--- src/hdl/grid_mesh_tessellator_top_defines.svh ---
// Assertion macros for the grid mesh tessellator
`ifndef GRID_MESH_TESSELLATOR_TOP_DEFINES_SVH
`define GRID_MESH_TESSELLATOR_TOP_DEFINES_SVH

// same-cycle implication, disabled in reset
`define GMT_ASSERT_NOW(label, clk, rst_n, ante, cons) \
    label: assert property (@(posedge clk) disable iff (!rst_n) (ante) |-> (cons)) \
        else $error("grid mesh tessellator check failed");

// next-cycle implication, disabled in reset
`define GMT_ASSERT_NEXT(label, clk, rst_n, ante, cons) \
    label: assert property (@(posedge clk) disable iff (!rst_n) (ante) |=> (cons)) \
        else $error("grid mesh tessellator check failed");

`endif

--- src/hdl/gmt_pkg.sv ---
// Shared types and constants of the grid mesh tessellator
`default_nettype none

package gmt_pkg;

    localparam int FRAC_BITS  = 12;
    localparam int DATA_W     = 16;
    localparam int POINT_W    = 9;
    localparam int HALF_W     = 15;
    localparam int CFG_W      = 15;
    localparam int CFG_IDX_W  = 2;

    localparam logic [CFG_IDX_W-1:0] CFG_COLS_POINTS = 2'd0;
    localparam logic [CFG_IDX_W-1:0] CFG_ROWS_POINTS = 2'd1;
    localparam logic [CFG_IDX_W-1:0] CFG_HALF_WIDTH  = 2'd2;
    localparam logic [CFG_IDX_W-1:0] CFG_HALF_HEIGHT = 2'd3;

    localparam logic [DATA_W-1:0] TEX_OFFSET = DATA_W'(1 << (FRAC_BITS - 1));

    localparam logic KIND_VERTEX   = 1'b0;
    localparam logic KIND_TRIANGLE = 1'b1;

    typedef struct packed {
        logic accept;
        logic mul;
        logic div_step;
        logic load;
    } gmt_cmd_t;

    typedef struct packed {
        logic vertex;
        logic out_free;
    } gmt_stat_t;

endpackage

`default_nettype wire

--- src/hdl/gmt_in_if.sv ---
// Input channel interface of the grid mesh tessellator
`default_nettype none

interface gmt_in_if;
    logic valid;
    logic ready;
    logic restart;

    modport source (output valid, output restart, input ready);
    modport sink (input valid, input restart, output ready);
endinterface

`default_nettype wire

--- src/hdl/gmt_out_if.sv ---
// Result channel interface of the grid mesh tessellator
`default_nettype none

interface gmt_out_if;
    logic                         valid;
    logic                         ready;
    logic                         kind;
    logic signed [gmt_pkg::DATA_W-1:0] pos_x;
    logic signed [gmt_pkg::DATA_W-1:0] pos_y;
    logic signed [gmt_pkg::DATA_W-1:0] tex_u;
    logic signed [gmt_pkg::DATA_W-1:0] tex_v;
    logic [gmt_pkg::DATA_W-1:0]   corner_a;
    logic [gmt_pkg::DATA_W-1:0]   corner_b;
    logic [gmt_pkg::DATA_W-1:0]   corner_c;
    logic                         last;

    modport source (output valid, output kind, output pos_x, output pos_y, output tex_u,
                    output tex_v, output corner_a, output corner_b, output corner_c,
                    output last, input ready);
    modport sink (input valid, input kind, input pos_x, input pos_y, input tex_u,
                  input tex_v, input corner_a, input corner_b, input corner_c,
                  input last, output ready);
endinterface

`default_nettype wire

--- src/hdl/grid_mesh_tessellator_top.sv ---
// Top level of the grid mesh tessellator
// Streams a regular grid mesh, one result per accepted transaction on trig: first every
// vertex in row-major order, then two triangles per cell, the final one flagged by last,
// after which the sequence wraps to vertex zero; restart set in a transaction begins anew.
// A vertex passes through accept, a step that forms 2*half*index, the restoring dividers for x
// and y (one quotient bit per cycle) and a load that waits until the result register is free.
// A triangle skips the dividers. The result register lets the next transaction be accepted
// while a result still waits on res. Writing cols_points or rows_points restarts the mesh.
`default_nettype none
`include "grid_mesh_tessellator_top_defines.svh"

module grid_mesh_tessellator_top #(
    parameter int MAX_POINTS = 256
) (
    input  wire logic                           clk,
    input  wire logic                           rst_n,
    gmt_in_if.sink                              trig,
    gmt_out_if.source                           res,
    input  wire logic                           cfg_we,
    input  wire logic [gmt_pkg::CFG_IDX_W-1:0]  cfg_index,
    input  wire logic [gmt_pkg::CFG_W-1:0]      cfg_data
);

    localparam int CW = (MAX_POINTS > 2) ? $clog2(MAX_POINTS) : 1;

    gmt_pkg::gmt_cmd_t  cmd;
    gmt_pkg::gmt_stat_t stat;
    logic               in_ready;

    gmt_ctrl #(.DIV_STEPS(gmt_pkg::DATA_W + CW)) u_ctrl (
        .clk      (clk),
        .rst_n    (rst_n),
        .in_valid (trig.valid),
        .in_ready (in_ready),
        .stat     (stat),
        .cmd      (cmd)
    );

    gmt_dp #(.MAX_POINTS(MAX_POINTS)) u_dp (
        .clk       (clk),
        .rst_n     (rst_n),
        .cmd       (cmd),
        .stat      (stat),
        .restart   (trig.restart),
        .cfg_we    (cfg_we),
        .cfg_index (cfg_index),
        .cfg_data  (cfg_data),
        .out_valid (res.valid),
        .out_ready (res.ready),
        .kind      (res.kind),
        .pos_x     (res.pos_x),
        .pos_y     (res.pos_y),
        .tex_u     (res.tex_u),
        .tex_v     (res.tex_v),
        .corner_a  (res.corner_a),
        .corner_b  (res.corner_b),
        .corner_c  (res.corner_c),
        .last      (res.last)
    );

    assign trig.ready = in_ready;

    `GMT_ASSERT_NEXT(a_busy_after_accept, clk, rst_n, trig.valid && trig.ready, !trig.ready)
    `GMT_ASSERT_NOW(a_last_on_triangle, clk, rst_n, res.valid && res.last, res.kind)
    `GMT_ASSERT_NOW(a_vertex_no_corners, clk, rst_n, res.valid && !res.kind, res.corner_a == 16'd0 && res.corner_b == 16'd0 && res.corner_c == 16'd0)
    `GMT_ASSERT_NOW(a_triangle_no_pos, clk, rst_n, res.valid && res.kind, res.pos_x == 16'sd0 && res.pos_y == 16'sd0 && res.tex_u == 16'sd0)

endmodule

`default_nettype wire

--- src/hdl/gmt_div.sv ---
// Restoring bit-serial divider, one quotient bit per cycle while step is high
`default_nettype none

module gmt_div #(
    parameter int CW = 8,
    parameter int NW = 24
) (
    input  wire logic                          clk,
    input  wire logic                          load,
    input  wire logic                          step,
    input  wire logic [NW-1:0]                 num,
    input  wire logic [CW-1:0]                 den,
    output      logic [gmt_pkg::DATA_W-1:0]    quot
);

    logic [NW-1:0] work_reg, work_next;
    logic [CW-1:0] rem_reg, rem_next;
    logic [CW-1:0] den_reg, den_next;
    logic [CW:0]   trial;
    logic [CW:0]   diff;
    logic          ge;

    always_comb
    begin
        trial     = {rem_reg, work_reg[NW-1]};
        ge        = trial >= {1'b0, den_reg};
        diff      = trial - {1'b0, den_reg};
        work_next = work_reg;
        rem_next  = rem_reg;
        den_next  = den_reg;
        if (load)
        begin
            work_next = num;
            rem_next  = '0;
            den_next  = den;
        end
        else if (step)
        begin
            work_next = {work_reg[NW-2:0], ge};
            rem_next  = ge ? diff[CW-1:0] : trial[CW-1:0];
        end
    end

    always_ff @(posedge clk)
    begin
        work_reg <= work_next;
        rem_reg  <= rem_next;
        den_reg  <= den_next;
    end

    assign quot = work_reg[gmt_pkg::DATA_W-1:0];

endmodule

`default_nettype wire

--- src/hdl/gmt_ctrl.sv ---
// Controller state machine of the grid mesh tessellator
`default_nettype none

module gmt_ctrl #(
    parameter int DIV_STEPS = 24
) (
    input  wire logic               clk,
    input  wire logic               rst_n,
    input  wire logic               in_valid,
    output      logic               in_ready,
    input  wire gmt_pkg::gmt_stat_t stat,
    output      gmt_pkg::gmt_cmd_t  cmd
);

    localparam int CNT_W = $clog2(DIV_STEPS);

    localparam logic [1:0] S_IDLE = 2'd0;
    localparam logic [1:0] S_MUL  = 2'd1;
    localparam logic [1:0] S_DIV  = 2'd2;
    localparam logic [1:0] S_DONE = 2'd3;

    logic [1:0]       state_reg, state_next;
    logic [CNT_W-1:0] cnt_reg, cnt_next;

    always_comb
    begin
        state_next = state_reg;
        cnt_next   = cnt_reg;
        cmd        = '0;
        in_ready   = 1'b0;
        unique case (state_reg)
            S_IDLE:
            begin
                in_ready = 1'b1;
                if (in_valid)
                begin
                    cmd.accept = 1'b1;
                    state_next = S_MUL;
                end
            end
            S_MUL:
            begin
                cmd.mul    = 1'b1;
                cnt_next   = '0;
                state_next = stat.vertex ? S_DIV : S_DONE;
            end
            S_DIV:
            begin
                cmd.div_step = 1'b1;
                if (cnt_reg == CNT_W'(DIV_STEPS - 1))
                begin
                    state_next = S_DONE;
                end
                else
                begin
                    cnt_next = cnt_reg + CNT_W'(1);
                end
            end
            S_DONE:
            begin
                if (stat.out_free)
                begin
                    cmd.load   = 1'b1;
                    state_next = S_IDLE;
                end
            end
            default:
            begin
                state_next = S_IDLE;
            end
        endcase
    end

    always_ff @(posedge clk or negedge rst_n)
    begin
        if (!rst_n)
        begin
            state_reg <= S_IDLE;
            cnt_reg   <= '0;
        end
        else
        begin
            state_reg <= state_next;
            cnt_reg   <= cnt_next;
        end
    end

endmodule

`default_nettype wire

--- src/hdl/gmt_dp.sv ---
// Datapath of the grid mesh tessellator: registers, sequence state, dividers, result register
`default_nettype none

module gmt_dp #(
    parameter int MAX_POINTS = 256
) (
    input  wire logic                               clk,
    input  wire logic                               rst_n,
    input  wire gmt_pkg::gmt_cmd_t                  cmd,
    output      gmt_pkg::gmt_stat_t                 stat,
    input  wire logic                               restart,
    input  wire logic                               cfg_we,
    input  wire logic [gmt_pkg::CFG_IDX_W-1:0]      cfg_index,
    input  wire logic [gmt_pkg::CFG_W-1:0]          cfg_data,
    output      logic                               out_valid,
    input  wire logic                               out_ready,
    output      logic                               kind,
    output      logic signed [gmt_pkg::DATA_W-1:0]  pos_x,
    output      logic signed [gmt_pkg::DATA_W-1:0]  pos_y,
    output      logic signed [gmt_pkg::DATA_W-1:0]  tex_u,
    output      logic signed [gmt_pkg::DATA_W-1:0]  tex_v,
    output      logic [gmt_pkg::DATA_W-1:0]         corner_a,
    output      logic [gmt_pkg::DATA_W-1:0]         corner_b,
    output      logic [gmt_pkg::DATA_W-1:0]         corner_c,
    output      logic                               last
);

    localparam int CW = (MAX_POINTS > 2) ? $clog2(MAX_POINTS) : 1;
    localparam int NW = gmt_pkg::DATA_W + CW;
    localparam int PW = gmt_pkg::POINT_W;
    localparam int DW = gmt_pkg::DATA_W;

    function automatic logic [PW-1:0] eff_points(input logic [PW-1:0] n);
        logic [PW-1:0] r;
        r = n;
        if (n < PW'(2))
        begin
            r = PW'(2);
        end
        else if (n > PW'(MAX_POINTS))
        begin
            r = PW'(MAX_POINTS);
        end
        return r;
    endfunction

    logic [PW-1:0]               cols_reg, rows_reg;
    logic [gmt_pkg::HALF_W-1:0]  hw_reg, hh_reg;
    logic                        phase_reg, second_reg;
    logic [CW-1:0]               col_reg, row_reg;
    logic [DW-1:0]               base_reg;
    logic                        out_valid_reg;

    logic [PW-1:0]  nc, nr, nc_m1, nr_m1;
    logic           last_col, last_row, end_row, end_rows, end_all;
    logic [NW-1:0]  prod_x, prod_y;
    logic [DW-1:0]  qx, qy;
    logic signed [DW:0]   px_full, py_full;
    logic signed [DW-1:0] px, py, hx, hy;
    logic [DW-1:0]  nc16, ca, cb, cc;
    logic           seq_clear;

    always_comb
    begin
        nc       = eff_points(cols_reg);
        nr       = eff_points(rows_reg);
        nc_m1    = nc - PW'(1);
        nr_m1    = nr - PW'(1);
        last_col = (10'(col_reg) + 10'd1) >= 10'(nc);
        last_row = (10'(row_reg) + 10'd1) >= 10'(nr);
        end_row  = (10'(col_reg) + 10'd2) >= 10'(nc);
        end_rows = (10'(row_reg) + 10'd2) >= 10'(nr);
        end_all  = end_row && end_rows && second_reg;
        prod_x   = NW'({hw_reg, 1'b0}) * NW'(col_reg);
        prod_y   = NW'({hh_reg, 1'b0}) * NW'(row_reg);
        px_full  = $signed({1'b0, qx}) - $signed({2'b00, hw_reg});
        py_full  = $signed({1'b0, qy}) - $signed({2'b00, hh_reg});
        px       = px_full[DW-1:0];
        py       = py_full[DW-1:0];
        hx       = px >>> 1;
        hy       = py >>> 1;
        nc16     = DW'(nc);
        if (!second_reg)
        begin
            ca = base_reg;
            cb = base_reg + DW'(1);
            cc = base_reg + nc16;
        end
        else
        begin
            ca = base_reg + nc16;
            cb = base_reg + DW'(1);
            cc = base_reg + nc16 + DW'(1);
        end
        seq_clear = (cmd.accept && restart)
                 || (cfg_we && (cfg_index == gmt_pkg::CFG_COLS_POINTS
                                || cfg_index == gmt_pkg::CFG_ROWS_POINTS));
    end

    gmt_div #(.CW(CW), .NW(NW)) u_div_x (
        .clk  (clk),
        .load (cmd.mul),
        .step (cmd.div_step),
        .num  (prod_x),
        .den  (nc_m1[CW-1:0]),
        .quot (qx)
    );

    gmt_div #(.CW(CW), .NW(NW)) u_div_y (
        .clk  (clk),
        .load (cmd.mul),
        .step (cmd.div_step),
        .num  (prod_y),
        .den  (nr_m1[CW-1:0]),
        .quot (qy)
    );

    always_ff @(posedge clk or negedge rst_n)
    begin
        if (!rst_n)
        begin
            cols_reg      <= PW'(2);
            rows_reg      <= PW'(2);
            hw_reg        <= gmt_pkg::HALF_W'(4096);
            hh_reg        <= gmt_pkg::HALF_W'(4096);
            phase_reg     <= gmt_pkg::KIND_VERTEX;
            second_reg    <= 1'b0;
            col_reg       <= '0;
            row_reg       <= '0;
            base_reg      <= '0;
            out_valid_reg <= 1'b0;
        end
        else
        begin
            if (cfg_we)
            begin
                case (cfg_index)
                    gmt_pkg::CFG_COLS_POINTS: cols_reg <= cfg_data[PW-1:0];
                    gmt_pkg::CFG_ROWS_POINTS: rows_reg <= cfg_data[PW-1:0];
                    gmt_pkg::CFG_HALF_WIDTH:  hw_reg   <= cfg_data;
                    gmt_pkg::CFG_HALF_HEIGHT: hh_reg   <= cfg_data;
                    default: ;
                endcase
            end

            if (seq_clear)
            begin
                phase_reg  <= gmt_pkg::KIND_VERTEX;
                second_reg <= 1'b0;
                col_reg    <= '0;
                row_reg    <= '0;
                base_reg   <= '0;
            end
            else if (cmd.load)
            begin
                if (phase_reg == gmt_pkg::KIND_VERTEX)
                begin
                    if (last_col)
                    begin
                        col_reg <= '0;
                        if (last_row)
                        begin
                            phase_reg  <= gmt_pkg::KIND_TRIANGLE;
                            row_reg    <= '0;
                            second_reg <= 1'b0;
                            base_reg   <= '0;
                        end
                        else
                        begin
                            row_reg  <= row_reg + CW'(1);
                            base_reg <= base_reg + DW'(1);
                        end
                    end
                    else
                    begin
                        col_reg  <= col_reg + CW'(1);
                        base_reg <= base_reg + DW'(1);
                    end
                end
                else if (!second_reg)
                begin
                    second_reg <= 1'b1;
                end
                else if (end_all)
                begin
                    phase_reg  <= gmt_pkg::KIND_VERTEX;
                    second_reg <= 1'b0;
                    col_reg    <= '0;
                    row_reg    <= '0;
                    base_reg   <= '0;
                end
                else
                begin
                    second_reg <= 1'b0;
                    if (end_row)
                    begin
                        col_reg  <= '0;
                        row_reg  <= row_reg + CW'(1);
                        base_reg <= base_reg + DW'(2);
                    end
                    else
                    begin
                        col_reg  <= col_reg + CW'(1);
                        base_reg <= base_reg + DW'(1);
                    end
                end
            end

            if (cmd.load)
            begin
                out_valid_reg <= 1'b1;
            end
            else if (out_ready)
            begin
                out_valid_reg <= 1'b0;
            end
        end
    end

    always_ff @(posedge clk)
    begin
        if (cmd.load)
        begin
            kind <= phase_reg;
            if (phase_reg == gmt_pkg::KIND_VERTEX)
            begin
                pos_x    <= px;
                pos_y    <= py;
                tex_u    <= hx + gmt_pkg::TEX_OFFSET;
                tex_v    <= hy + gmt_pkg::TEX_OFFSET;
                corner_a <= '0;
                corner_b <= '0;
                corner_c <= '0;
                last     <= 1'b0;
            end
            else
            begin
                pos_x    <= '0;
                pos_y    <= '0;
                tex_u    <= '0;
                tex_v    <= '0;
                corner_a <= ca;
                corner_b <= cb;
                corner_c <= cc;
                last     <= end_all;
            end
        end
    end

    assign out_valid = out_valid_reg;
    assign stat      = '{vertex:   (phase_reg == gmt_pkg::KIND_VERTEX),
                         out_free: (!out_valid_reg || out_ready)};

endmodule

`default_nettype wire

--- src/flat_wrapper.sv ---
// flat-port wrapper written by rule: the top's interface ports become plain ports
module grid_mesh_tessellator_top_flat 
#(
    parameter int MAX_POINTS = 256
)
  (clk, rst_n, cfg_we, cfg_index, cfg_data, trig_valid, trig_restart, trig_ready, res_valid, res_kind, res_pos_x, res_pos_y, res_tex_u, res_tex_v, res_corner_a, res_corner_b, res_corner_c, res_last, res_ready);
  gmt_in_if trig_i ();
  gmt_out_if res_i ();
  input  wire logic clk;
  input  wire logic rst_n;
  input  wire logic cfg_we;
  input  wire logic [gmt_pkg::CFG_IDX_W-1:0] cfg_index;
  input  wire logic [gmt_pkg::CFG_W-1:0] cfg_data;
  input wire logic [$bits(trig_i.valid)-1:0] trig_valid;
  input wire logic [$bits(trig_i.restart)-1:0] trig_restart;
  output wire logic [$bits(trig_i.ready)-1:0] trig_ready;
  output wire logic [$bits(res_i.valid)-1:0] res_valid;
  output wire logic [$bits(res_i.kind)-1:0] res_kind;
  output wire logic [$bits(res_i.pos_x)-1:0] res_pos_x;
  output wire logic [$bits(res_i.pos_y)-1:0] res_pos_y;
  output wire logic [$bits(res_i.tex_u)-1:0] res_tex_u;
  output wire logic [$bits(res_i.tex_v)-1:0] res_tex_v;
  output wire logic [$bits(res_i.corner_a)-1:0] res_corner_a;
  output wire logic [$bits(res_i.corner_b)-1:0] res_corner_b;
  output wire logic [$bits(res_i.corner_c)-1:0] res_corner_c;
  output wire logic [$bits(res_i.last)-1:0] res_last;
  input wire logic [$bits(res_i.ready)-1:0] res_ready;
  assign trig_i.valid = trig_valid;
  assign trig_i.restart = trig_restart;
  assign trig_ready = trig_i.ready;
  assign res_valid = res_i.valid;
  assign res_kind = res_i.kind;
  assign res_pos_x = res_i.pos_x;
  assign res_pos_y = res_i.pos_y;
  assign res_tex_u = res_i.tex_u;
  assign res_tex_v = res_i.tex_v;
  assign res_corner_a = res_i.corner_a;
  assign res_corner_b = res_i.corner_b;
  assign res_corner_c = res_i.corner_c;
  assign res_last = res_i.last;
  assign res_i.ready = res_ready;
  grid_mesh_tessellator_top #(.MAX_POINTS(MAX_POINTS)) u_core (.clk(clk), .rst_n(rst_n), .trig(trig_i), .res(res_i), .cfg_we(cfg_we), .cfg_index(cfg_index), .cfg_data(cfg_data));
endmodule
--- config.mk ---
export PLATFORM = sky130hd
export DESIGN_NAME = grid_mesh_tessellator_top_flat
export DESIGN_NICKNAME = d
export VERILOG_FILES = /design/src/hdl/gmt_pkg.sv /design/src/hdl/gmt_in_if.sv /design/src/hdl/gmt_out_if.sv /design/src/hdl/grid_mesh_tessellator_top.sv /design/src/hdl/gmt_div.sv /design/src/hdl/gmt_ctrl.sv /design/src/hdl/gmt_dp.sv /design/src/flat_wrapper.sv
export VERILOG_INCLUDE_DIRS = /design/src /design/src/hdl
export SDC_FILE = /design/constraint.sdc
export NUM_CORES = 1
export LEC_CHECK = 0
export BUFFER_PORTS_ARGS = -buffer_cell sky130_fd_sc_hd__buf_2
export CAP_MARGIN = 20
export CORE_MARGIN = 2
export CORE_UTILIZATION = 58
export CTS_BUF_LIST = sky130_fd_sc_hd__clkbuf_2
export DETAILED_ROUTE_END_ITERATION = 10
export PLACE_DENSITY = 0.79
export REMOVE_ABC_BUFFERS = 1
export SLEW_MARGIN = 0
export SYNTH_ARGS = -nofsm -noshare
export SYNTH_HDL_FRONTEND = slang
export SYNTH_SLANG_ARGS = --single-unit
--- constraint.sdc ---
create_clock -name clk -period 5.45 [get_ports clk]
set_input_delay 1.635 -clock clk [delete_from_list [all_inputs] [get_ports clk]]
set_output_delay 1.635 -clock clk [all_outputs]
set_load 0.02 [all_outputs]
Word level (Yosys, flattened, before mapping)

Index checks and enable logic that the tools add are counted.

Bits in registers: 284
Logic and storage cells: 162
Output and inout port bits: 116

Reduce and logical (&&, ||, !) cells: 25
$add $sub $neg: 19
Order comparisons: 10
Multiply operators: 2
Muxes and demuxes: 64
Eq/ne operators: 13

Operators with widths:

| cell                                                        | number |
|---|---|
| 2-to-1 mux 16 bit                                           | 10 |
| 2-to-1 mux 8 bit                                            | 17 |
| 2-to-1 mux 24 bit                                           | 4 |
| multiplier 15 x 8 -> 23 bit                                 | 2 |
| greater-or-equal comparator 9 bit                           | 4 |
| 2-to-1 mux 9 bit                                            | 4 |
| adder 15 x 13 -> 16 bit (second input constant)             | 2 |
| adder 16 x 1 -> 16 bit (second input constant)              | 2 |
| subtractor 16 x 15 -> 16 bit                                | 2 |
| 2-to-1 mux 1 bit                                            | 23 |
| adder 8 x 1 -> 9 bit (second input constant)                | 2 |
| adder 8 x 2 -> 9 bit (second input constant)                | 2 |
| greater-or-equal comparator 9 x 8 -> 1 bit                  | 2 |
| greater-than comparator 9 bit (second input constant)       | 2 |
| less-than comparator 9 x 2 -> 1 bit (second input constant) | 2 |
| adder 16 x 2 -> 16 bit (second input constant)              | 1 |
| adder 16 x 9 -> 16 bit                                      | 1 |
| adder 8 x 1 -> 8 bit (second input constant)                | 2 |
| subtractor 8 x 1 -> 8 bit (second input constant)           | 2 |
| subtractor 8 bit                                            | 2 |
| AND reduction 2 bit                                         | 6 |
| one-hot mux 5 bit (2 select lines)                          | 1 |
| == test 2 bit (second input constant)                       | 4 |
| one-hot mux 2 bit (4 select lines)                          | 1 |
| 17 further kinds                                            | 33 |

Logic depth before layout (Yosys ltp)

Gate-level depths: netlist of the first run.

Depth in word-level cells: 11
Mapped depth: 21

Hierarchy

A second synthesis of the first run with hierarchy kept.

Cell total of the unflattened synthesis: 2476
Area total of the unflattened synthesis: 23844.1 um^2

Modules (own cells, without submodules):

| module   | times used | cells an instance | area each (um^2) |
|---|---|---|---|
| gmt_dp   | 1          | 2093              | 19077.0 |
| gmt_div  | 2          | 168               | 2133.3 |
| gmt_ctrl | 1          | 47                | 500.5 |

Worst setup path after synthesis of the first run

OpenSTA, ideal clock, no wires.

Path type: flip-flop to flip-flop
Start point: register u_core.u_dp.row_reg[7]
End point: register u_core.u_dp.u_div_y.work_reg[23] (data pin)
Setup slack: 220 ps
Arrival: 5095 ps
Data required time: 5315 ps
Path buffers: 2
Library setup time: 135 ps
Stages on the path, launching flop included: 20
Path through: dfrtp_1 > clkbuf_1 > clkbuf_1 > and2_1 > fa_1 > fa_1 > fa_1 > inv_1 > fa_1 > inv_1 > ha_1 > a21oi_1 > o211ai_1 > o221ai_1 > o21ai_1 > or4_1 > nand2_1 > a21oi_1 > or4_1 > nand3_1

Longest elaborated chain between the ends: 2

Ends and longest elaborated chain:

| element                               | line          | text |
|---|---|---|
| start, declared                       | gmt_dp.sv:50  | `logic [CW-1:0] col_reg, row_reg;` |
| start signal, assigned                | gmt_dp.sv:170 | `row_reg <= row_reg + CW'(1);` |
| start signal, assigned                | gmt_dp.sv:198 | `row_reg <= row_reg + CW'(1);` |
| multiplier 15 x 8 -> 23 bit           | gmt_dp.sv:75  | `prod_y = NW'({hh_reg, 1'b0}) * NW'(row_reg);` |
| 2-to-1 mux 24 bit                     | gmt_div.sv:31 | `if (load)` |
| via u_core.u_dp.u_div_y.work_next[23] | gmt_div.sv:16 | `logic [NW-1:0] work_reg, work_next;` |
| end signal, assigned                  | gmt_div.sv:46 | `work_reg <= work_next;` |
| end, declared                         | gmt_div.sv:16 |  |

The timed path passes the listed nets, and every way through them passes these cells.
A chain may end at the register's enable or synchronous reset.

Worst setup path in the final report of the first run

Start point: register u_core.u_dp.row_reg[2]
End point: register u_core.u_dp.u_div_y.work_reg[23] (data pin)

The elaborated chain is that of the path after synthesis.

==> results of run 1 <==
## power breakdown
part	switching [mW]	internal, mW
registers	0.405	3.12
clock network	0.919	0.552
logic	3.97	2.45
total	5.30	6.12
## synth_stat cells (all sizes together) (18+ instances only)
cell / count
o21ai: 111
inv: 293
a22o: 18
nor2: 181
xnor2: 86
clkbuf: 83
o21a: 24
mux2i: 22
ha: 193
mux2: 46
nand2: 185
dfrtp: 86
nor2b: 39
xor2: 53
a21oi: 80
and3: 21
nand3: 43
and2: 191
nor3: 24
buf: 30
dfxtp: 18
edfxtp: 154
nand2b: 30
a211oi: 24
a21o: 38
fa: 161
## logic make-up (layout without fill, tap and decap cells)
| family | count (synthesis) | in the layout | synth area share |
|---|---|---|---|
| AND/OR/NAND/NOR | 777 | 777 | 0.170 |
| buffers and inverters | 408 | 620 | 0.0699 |
| multiplexers | 68 | 68 | 0.0319 |
| XOR/XNOR | 139 | 139 | 0.0529 |
| adder cells (fa/ha/maj) | 354 | 354 | 0.243 |
| other | 0 | 1 | 0 |
| flip-flops | 262 | 262 | 0.313 |
| AO/OA/AOI/OAI | 417 | 417 | 0.119 |
## worst max-delay path by stage
stage / slack (ps) / cells past startpoint / end / from
finish: 110 / 18 / u_core.u_dp.u_div_y.work_reg[23]$_DFFE_PP_ / u_core.u_dp.row_reg[2]$_DFFE_PN0P_
global route: -140 / 18 / u_core.u_dp.u_div_y.work_reg[23]$_DFFE_PP_ / u_core.u_dp.row_reg[6]$_DFFE_PN0P_
CTS: 80 / 17 / u_core.u_dp.u_div_y.work_reg[23]$_DFFE_PP_ / u_core.u_dp.row_reg[7]$_DFFE_PN0P_
detailed placement: 140 / 17 / u_core.u_dp.u_div_y.work_reg[23]$_DFFE_PP_ / u_core.u_dp.row_reg[7]$_DFFE_PN0P_
global placement: 250 / 17 / u_core.u_dp.u_div_x.work_reg[23]$_DFFE_PP_ / u_core.u_dp.col_reg[7]$_DFFE_PN0P_
floorplan: 390 / 17 / u_core.u_dp.u_div_y.work_reg[23]$_DFFE_PP_ / u_core.u_dp.row_reg[4]$_DFFE_PN0P_
## worst min-delay path: stages (launching register included)
cell and delay (ps):
edfxtp_1 320, nand2_1 40, o21ai_0 60
## routing by layer
| layer | part of all wire | up-vias | GRT usage |
|---|---|---|---|
| met5 | 0 | - | 0 |
| met1 | 0.42 | 8763 | 0.327 |
| met2 | 0.49 | 502 | 0.445 |
| met4 | 0.039 | 0 | 0.133 |
| li1 | - | 8509 | - |
| met3 | 0.049 | 132 | 0.0454 |
## final cells by class
| cell class | instances | area [um^2] | share of cell area |
|---|---|---|---|
| inverter | 295 | 1110 | 0.0442 |
| multi-input combinational | 1755 | 14300 | 0.571 |
| timing repair buffer | 188 | 1090 | 0.0433 |
| antenna | 1 | 2.50 | 0.0000996 |
| tap | 525 | 657 | 0.0261 |
| clock inverter | 25 | 109 | 0.00433 |
| clock buffer | 112 | 561 | 0.0223 |
| sequential | 262 | 7260 | 0.289 |
## through the flow
stage               std cells  worst slack (ps)  instance area, um^2   util  setup TNS [ps]
floorplan                2312               393                22700      -               0
global placement         3023               253                24400  0.617               0
detailed placement       3023               143                24400  0.617               0
CTS                      3160              75.2                25100  0.633               0
global route             3163              -137                25100  0.635            -170
finish                   3163               112                25100  0.635               0
## cell usage in the layout, fill, tap and decap left out, types with 50 or more instances in the layout
master and n:
o21ai_0 90, and2_1 190, buf_4 50, xor2_1 53
inv_1 292, nand2_1 185, dfrtp_1 76, ha_1 191
buf_2 137, nor2_1 178, fa_1 161, edfxtp_1 154
a21oi_1 79, clkbuf_2 112, xnor2_1 85
## timing repair
item | in CTS | in global routing
setup buffers | 0 | 1
endpoints found under the setup margin | 0 | 9
resized for setup | 0 | 14
hold endpoints to repair | 0 | 0
==> impl_results.md, run 1 <==
* First-pass GRT wire length at around 90 mm
* Fill cells at about 3300
* Root buf cell: clkbuf_2
* Reg2Reg Capture Point: u_core.u_dp.u_div_y.work_reg[23]$_DFFE_PP_
* PwrDens at ~450 mW/mm^2
* Post-DR wirelength/cell at ~17 um
* Drt drc at 0
* Fin crit period at 5340 ps
* Top cells by area, synth: edfxtp_1, fa_1, ha_1
* Synth Warn # at 0
* Synth top area share at 0.200
* Crit-path cells: buf_4 > and2_1 > fa_1 > fa_1 > inv_1 > fa_1 > fa_1 > inv_1 > ha_1 > nand3_1 > o211ai_1 > o221ai_2 > o21ai_1 > or4_1 > nand2_1 > a21oi_1 > or4_1 > nand3_1
* Post-synthesis sequential area ratio at 0.313
* Htree depth at 3
* Initial antenna violation count at 1
* Synthesis-stage register bit count at 262
* Clk_skew at between 100 and 150 ps
* Worst-path maximum fanout at 11
* R2r setup slk at between 100 and 150 ps
* Pwr Total at 11.4 mW
* Row count at 73
* Setup CP Type: flop to flop
* Post-synth EDFFs at ~150
* Core Region at slightly below 0.04 mm^2
* Final Wtd Congestion at 0.901
* Final cycle utilization of the critical path at 0.980
* Die W at ~200 um
* Post-Synthesis Cells at between 2000 and 2500
* Cell taking the most area after synthesis: edfxtp_1
* Die ar. at 0.0416 mm^2
* Reg2reg start: u_core.u_dp.row_reg[2]$_DFFE_PN0P_
* Hold Path Stages at 2
* MaxCap Viol Count at 0
* Worst Max-Slew Pin Slew at between 900 and 1000 ps
* I/O pin total at ~140
* Post-DP HPWL at ~40 mm
* Post-Route WL at 53.2 mm
* Worst EP required at around 6300 ps
* CTS sink cnt at 262
* Pin count of the biggest net entering global routing at 71
* Vias in the first global route at approximately 18000
* CP max stage cell: fa_1
* Run status: complete, no violations
* Maximum VDD drop at 0.305 mV
* Grt ovf at 0
* Worst Hold End: u_core.u_dp.u_div_x.work_reg[18]$_DFFE_PP_
* Top_reg_cell synth: edfxtp_1
* GRT Resource Usage Total at 0.264
* Mapped cell area at roughly 0.023 mm^2
* Type of origin of the critical path: flop
* Leakage power at roughly 12 nW
* Layout cells sized above 1 at 0.149
* Hold WC Path Type: flop to flop
* PortBufs at about 140
* Final hold vios at 0
* Vias at about 18000
* Cts bufs inserted at between 70 and 80
* Area Overhead vs Synth at 8.44%
* First-pass iteration count of the detailed router at 6
* Hold Buf Count CTS at 0
* Final ANT Viol Nets at 0
* Worst-case clock buffer depth at 3
* Worst path max stage delay at 550 ps
* Crit path capture type: flop
* Hold_sp: u_core.u_dp.u_div_x.work_reg[17]$_DFFE_PP_
* Clock latency on the worst-skew pair at approximately 1000 ps
* RSZ-0062 raised after global routing: true
* Slew Limit Headroom at 0.342
* Syn avg cell area at 9.56 um^2
* Initial core utilization at 0.586
* Clk slew on worst S/H paths at about 110 ps
* CP Buf/Inv Count at 3
* Largest delay share family, worst path: adder cells
* Most numerous cell on the critical path: fa_1
* Final setup fails at 0
* Initial DRC count at approximately 1100
* Synth unique cells at 86
* R2R cell count at 18
* CTS tree: built
* F_max at around 190 MHz
* Final nets at 2954
* Die span in y at between 200 and 250 um
* Ys async rst share at 0.344
* Via density at about 5.7
* WHS at roughly 480 ps
* Worst Path Arrival at 6140 ps
* Fin. max-slew vios at 0
No activity file was read; power rests on OpenSTA's default activity.
==> run 2, diff against run 1 <==
--- a/config.mk
+++ b/config.mk
@@ -13,8 +13,8 @@
 export CTS_BUF_LIST = sky130_fd_sc_hd__clkbuf_2
 export DETAILED_ROUTE_END_ITERATION = 10
 export PLACE_DENSITY = 0.79
+export RECOVER_POWER = 100
 export REMOVE_ABC_BUFFERS = 1
-export SLEW_MARGIN = 0
 export SYNTH_ARGS = -nofsm -noshare
 export SYNTH_HDL_FRONTEND = slang
 export SYNTH_SLANG_ARGS = --single-unit
==> run 2 against run 1 <==
  * The run now ends with max-capacitance violations, max-slew violations left
  * Global-route usage unchanged
  * Design area shrank 0.87%
  * Worst hold slack about the same
  * Maximum frequency is 0.11% higher
  * Critical path type unchanged
  * Clock skew is 4.3 ps lower
  * Flip-flop and latch count unchanged
  * Die area unchanged
  * Utilization down 0.55 points
  * Worst setup slack better by 5.7 ps
  * Largest power group unchanged
  * Sequential power is 2% higher
==> impl_results.md, run 2 (synthesized netlist as in run 1, its figures left out) <==
* Run status: finished with violations
* Failing checks: max-capacitance violations, max-slew violations
* Final nets at between 2000 and 3000
* Clk_skew at slightly below 100 ps
* F_max at 188 MHz
* Root buf cell: clkbuf_2
* Placed inst area at between 0.02 and 0.025 mm^2
* Type of origin of the critical path: flop
* Area Overhead vs Synth at 7.51%
* Fin. max-slew vios at about 250
* Initial core utilization at 0.586
* Final Util at 0.630
* Design area at ~0.025 mm^2
* Die W at a little over 200 um
* First-pass GRT wire length at ~90 mm
* Worst setup margin at 117 ps
* RSZ-0062 raised after global routing: true
* Layout cells sized above 1 at 0.100
* Worst Max-Slew Pin Slew at approximately 4000 ps
* Clk slew on worst S/H paths at 110 ps
* CTS sink cnt at approximately 260
* Final cycle utilization of the critical path at 0.978
* Slew Limit Headroom at -1.74
* Maximum VDD drop at slightly below 0.3 mV
* Post-DR wirelength/cell at between 15 and 20 um
* Pin count of the biggest net entering global routing at between 70 and 80
* Die ar. at 0.0416 mm^2
* Initial DRC count at just over 1000
* Initial antenna violation count at 1
* Crit path capture type: flop
* Hold WC Path Type: flop to flop
* Grt ovf at 0
* Final hold vios at 0
* Via density at roughly 5.7
* Most frequent cells in the layout: inv_1, ha_1, nand2_1
* MaxCap Viol Count at 4
* Fill cells at between 3000 and 4000
* Htree depth at 3
* Worst-path maximum fanout at 11
* CTS tree: built
* Worst-case clock buffer depth at 3
* Cts bufs inserted at 75
* Final Wtd Congestion at ~0.9
* Vias at roughly 18000
* Setup CP Type: flop to flop
* Final ANT Viol Nets at 0
* Row count at 73
* Setup TNS Final at 0 ps
* Dpl ws at 143 ps
* GRT Resource Usage Total at 0.264
* Die span in y at slightly above 200 um
* Post-Route WL at ~53 mm
* PortBufs at around 140
* Leakage power at between 10 and 15 nW
* First-pass iteration count of the detailed router at 6
* Vias in the first global route at approximately 18000
* Post-DP HPWL at 40.1 mm
* Most common cell after layout, fill and taps aside: inv_1
* Drt drc at 0
* PwrDens at 454 mW/mm^2
* Fin crit period at approximately 5300 ps
* Core Region at ~0.04 mm^2
* Hold Buf Count CTS at 0
* Final setup fails at 0
* Worst Path Arrival at between 6000 and 7000 ps
* Worst EP required at roughly 6300 ps
* I/O pin total at roughly 140
* Clock latency on the worst-skew pair at approximately 1000 ps
[run 2: cell types whose count changed in the layout (fill, tap and decap cells not counted), moves of 3 or more]
cell      delta
buf_4       -12
and2_0      +12
o311ai_0     +3
o311ai_1     -3
buf_2      -116
clkbuf_1   +128
and2_1      -12
[run 2: repair_timing]
item | 4_1_cts | 5_1_grt
gates resized for setup | 0 | 14
buffers inserted | 0 | 1
setup endpoints to repair | 0 | 9
[run 2: worst paths after layout]
kind                                                       startpoint                                         end  slack, ps  cells after the start
min reg2reg                u_core.u_dp.u_div_x.work_reg[17]$_DFFE_PP_  u_core.u_dp.u_div_x.work_reg[18]$_DFFE_PP_        480                      2
max reg2reg                        u_core.u_dp.row_reg[2]$_DFFE_PN0P_  u_core.u_dp.u_div_y.work_reg[23]$_DFFE_PP_        120                     18
max                                u_core.u_dp.row_reg[2]$_DFFE_PN0P_  u_core.u_dp.u_div_y.work_reg[23]$_DFFE_PP_        120                     18
min in group asynchronous                                       rst_n         u_core.u_dp.base_reg[3]$_DFFE_PN0P_       2090                      1
max in group asynchronous                                       rst_n          u_core.u_dp.row_reg[6]$_DFFE_PN0P_        700                      1
min                        u_core.u_dp.u_div_x.work_reg[17]$_DFFE_PP_  u_core.u_dp.u_div_x.work_reg[18]$_DFFE_PP_        480                      2
[run 2: routing by layer]
layer | up-vias | track usage | wire length [um]
li1 | 8506 | - | -
met1 | 8730 | 0.327 | 22400
met2 | 534 | 0.445 | 26100
met3 | 128 | 0.0454 | 2670
met4 | 0 | 0.133 | 2130
met5 | - | 0 | 0
[run 2: power by group]
part           total (mW)  switching, mW  internal (mW)
Combinational        6.27           3.97           2.31
Clock                1.47          0.918          0.552
Sequential           3.58          0.416           3.16
[run 2: final cells by class]
class | instances | area [um^2] | area share
timing repair buffer | 188 | 876 | 0.0352
clock buffer | 112 | 561 | 0.0225
tap | 525 | 657 | 0.0264
clock inverter | 25 | 109 | 0.00437
multi-input combinational | 1755 | 14300 | 0.576
sequential | 262 | 7250 | 0.291
inverter | 295 | 1110 | 0.0445
antenna | 1 | 2.50 | 0.000100
[run 2: per-stage QoR]
step / hold WS [ps] / instances / total power, mW
detailed placement: 497 / 3023 / 9.88
CTS: 479 / 3160 / 11.4
finish: 476 / 3163 / 11.3
floorplan: 455 / 2312 / 8.13
global route: 524 / 3163 / 12.4
global placement: 468 / 3023 / 9.64
[run 2: critical path: stages, from the launching register on]
cell and delay, ps:
dfrtp_2 510, buf_4 220, and2_1 160, fa_1 390, fa_1 550, inv_1 50
fa_1 470, fa_1 540, inv_1 50, ha_1 350, nand3_1 120, o211ai_1 150
o221ai_2 270, o21ai_1 150, or4_1 480, nand2_1 120, a21oi_1 80, or4_1 410
nand3_1 100
==> run 3, diff against run 2 <==
--- a/config.mk
+++ b/config.mk
@@ -12,6 +12,7 @@
 export CORE_UTILIZATION = 58
 export CTS_BUF_LIST = sky130_fd_sc_hd__clkbuf_2
 export DETAILED_ROUTE_END_ITERATION = 10
+export GPL_TIMING_DRIVEN = 0
 export PLACE_DENSITY = 0.79
 export RECOVER_POWER = 100
 export REMOVE_ABC_BUFFERS = 1
==> run 3 against run 2 <==
  * The flow still finishes with violations (max-capacitance violations, max-slew violations)
  * Die area stayed put
  * Design area up 0.90%
  * Routed wire length grew 2.2%
  * First-iteration DRC count is 11% higher
  * Register-to-register slack is essentially flat
  * Global-route usage is 0.21 points higher
  * Critical endpoint unchanged
==> impl_results.md, run 3 (synthesized netlist as in run 1, its figures left out) <==
* Run status: finished with violations
* Failing checks: max-capacitance violations, max-slew violations
* Final ANT Viol Nets at 0
* Clock latency on the worst-skew pair at about 1000 ps
* Layout Cells excl Fill at 3148
* F_max at between 150 and 200 MHz
* Initial core utilization at 0.586
* Drt drc at 0
* Worst-path maximum fanout at 9
* Clk_skew at 92.0 ps
* Initial DRC count at between 1000 and 1500
* Placed inst area at roughly 0.024 mm^2
* Core Region at 0.0395 mm^2
* PortBufs at approximately 140
* Worst EP required at 6210 ps
* Dpl ws at -432 ps
* Htree depth at 3
* Setup TNS Final at 0 ps
* CP Capture Point: u_core.u_dp.u_div_y.work_reg[23]$_DFFE_PP_
* Psw at between 5 and 6 mW
* R2r setup slk at about 120 ps
* Design area at ~0.025 mm^2
* Placed instance count at just under 3000
* Cell internal pwr at 6.11 mW
* GRT Resource Usage Total at 0.266
* CP max stage cell: fa_1
* Post-Route WL at between 50 and 60 mm
* R2R cell count at 17
* Type of origin of the critical path: flop
* Net Sw Frac at 0.463
* Leakage power at about 12 nW
* Worst setup margin at 118 ps
* PwrDens at around 450 mW/mm^2
* Maximum VDD drop at ~0.25 mV
* Fin. max-slew vios at roughly 250
* Comb power frac at 0.552
* Crit-path cells: and2_1 > fa_1 > fa_1 > fa_1 > inv_1 > fa_1 > inv_1 > ha_1 > a21oi_2 > o211ai_1 > o221ai_2 > o21ai_1 > or4_4 > nand2_1 > a21oi_1 > or4_4 > nand3_4
* Most numerous cell on the critical path: fa_1
* CTS tree: built
* First-pass iteration count of the detailed router at 7
* Crit path capture type: flop
* Most common cell after layout, fill and taps aside: inv_1
* Post-DP HPWL at between 30 and 40 mm
* Final nets at about 2900
* Die W at slightly above 200 um
* Seq pwr share at 0.320
* GR Util met1 at 0.327
* WHS at between 500 and 600 ps
* Hold WC Path Type: flop to flop
* GR Util met2 at 0.452
* Worst-case clock buffer depth at 3
* RSZ-0062 raised after global routing: true
* Layout cells sized above 1 at 0.137
* Vias at around 18000
* Clock power share at 0.128
* Cts bufs inserted at 75
* CTS sink cnt at 262
* Final hold vios at 0
* Met3 usage at 0.0486
* Vias in the first global route at ~19000
* Fin crit period at 5330 ps
* MaxCap Viol Count at 5
* First-pass GRT wire length at about 90 mm
* Worst path max stage delay at approximately 550 ps
* Setup CP Type: flop to flop
* Clk slew on worst S/H paths at 110 ps
* Slew Limit Headroom at -0.903
* Post-DR wirelength/cell at ~17 um
* Reg2Reg Capture Point: u_core.u_dp.u_div_y.work_reg[23]$_DFFE_PP_
* Row count at 73
* Die ar. at roughly 0.042 mm^2
* Reg2reg start: u_core.u_dp.hh_reg[3]$_DFFE_PN0P_
* Most Crowded Layer GR: met2
* Most frequent cells in the layout: inv_1, ha_1, nand2_1
* Pin count of the biggest net entering global routing at between 100 and 150
* Via density at 5.71
* Die span in y at between 200 and 250 um
* Initial antenna violation count at 2
* Worst Max-Slew Pin Slew at between 2000 and 3000 ps
* Root buf cell: clkbuf_2
* Area Overhead vs Synth at 8.48%
* Final setup fails at 0
* Crit path from: u_core.u_dp.hh_reg[3]$_DFFE_PN0P_
* I/O pin total at 139
* Final Wtd Congestion at between 0.8 and 0.9
* Final cycle utilization of the critical path at 0.978
* Grt ovf at 0
* Worst Path Arrival at about 6000 ps
run 3: critical path, delay by kind of cell, from the launching register on:
family / cells / cell delay, ps
adders and majority gates: 5 / 2460
and+or+nand+nor: 5 / 1320
AOI/OAI and AO/OA: 5 / 760
DFF: 1 / 500
buffers and inverters: 2 / 100
run 3: repair_timing:
| item | CTS | global route |
|---|---|---|
| hold buffers | 0 | 0 |
| setup endpoints to repair | 9 | 5 |
| gates resized for setup | 21 | 23 |
| pin swaps | 1 | 7 |
| setup buffers | 5 | 26 |
run 3: worst min path at each step:
stage | start | end | slack [ps] | cells past startpoint
final | u_core.u_dp.u_div_y.rem_reg[7]$_SDFFE_PP0P_ | u_core.u_dp.u_div_y.rem_reg[7]$_SDFFE_PP0P_ | 500 | 2
after global routing | u_core.u_dp.u_div_y.rem_reg[7]$_SDFFE_PP0P_ | u_core.u_dp.u_div_y.rem_reg[7]$_SDFFE_PP0P_ | 530 | 2
after detailed placement | u_core.u_dp.u_div_y.rem_reg[7]$_SDFFE_PP0P_ | u_core.u_dp.u_div_y.rem_reg[7]$_SDFFE_PP0P_ | 480 | 2
after global placement | u_core.u_dp.u_div_y.rem_reg[7]$_SDFFE_PP0P_ | u_core.u_dp.u_div_y.rem_reg[7]$_SDFFE_PP0P_ | 470 | 2
after floorplan | u_core.u_dp.u_div_y.rem_reg[7]$_SDFFE_PP0P_ | u_core.u_dp.u_div_y.rem_reg[7]$_SDFFE_PP0P_ | 450 | 2
after CTS | rst_n | u_core.u_dp.col_reg[2]$_DFFE_PN0P_ | 490 | 1
run 3: through the flow:
| step | util | power [mW] |
|---|---|---|
| 3_3_place_gp | 0.607 | 9.54 |
| 4_1_cts | 0.630 | 11.4 |
| 5_1_grt | 0.636 | 12.4 |
| 6_report | 0.636 | 11.4 |
| 3_5_place_dp | 0.611 | 9.86 |
| 2_1_floorplan | - | 8.13 |
run 3: metal layers:
| layer | part of all wire | vias up | wire (um) |
|---|---|---|---|
| met2 | 0.49 | 535 | 26700 |
| li1 | - | 8480 | - |
| met1 | 0.41 | 8813 | 22100 |
| met4 | 0.040 | 0 | 2180 |
| met3 | 0.064 | 148 | 3500 |
| met5 | 0 | - | 0 |
run 3: final cells by class:
class	instances	area (um^2)
inverter	295	1110
antenna	1	2.50
timing repair buffer	177	1030
clock buffer	103	515
tap	525	657
sequential	262	7300
fill	3213	14400
clock inverter	30	148
multi-input combinational	1755	14400
run 3: power groups by stage:
stage / Clock, mW / Sequential (mW) / Combinational, mW
3_5_place_dp: 0 / 3.65 / 6.20
4_1_cts: 1.50 / 3.62 / 6.26
2_1_floorplan: 0 / 3.93 / 4.21
6_report: 1.45 / 3.65 / 6.28
5_1_grt: 1.61 / 3.72 / 7.06
3_3_place_gp: 0 / 3.68 / 5.86
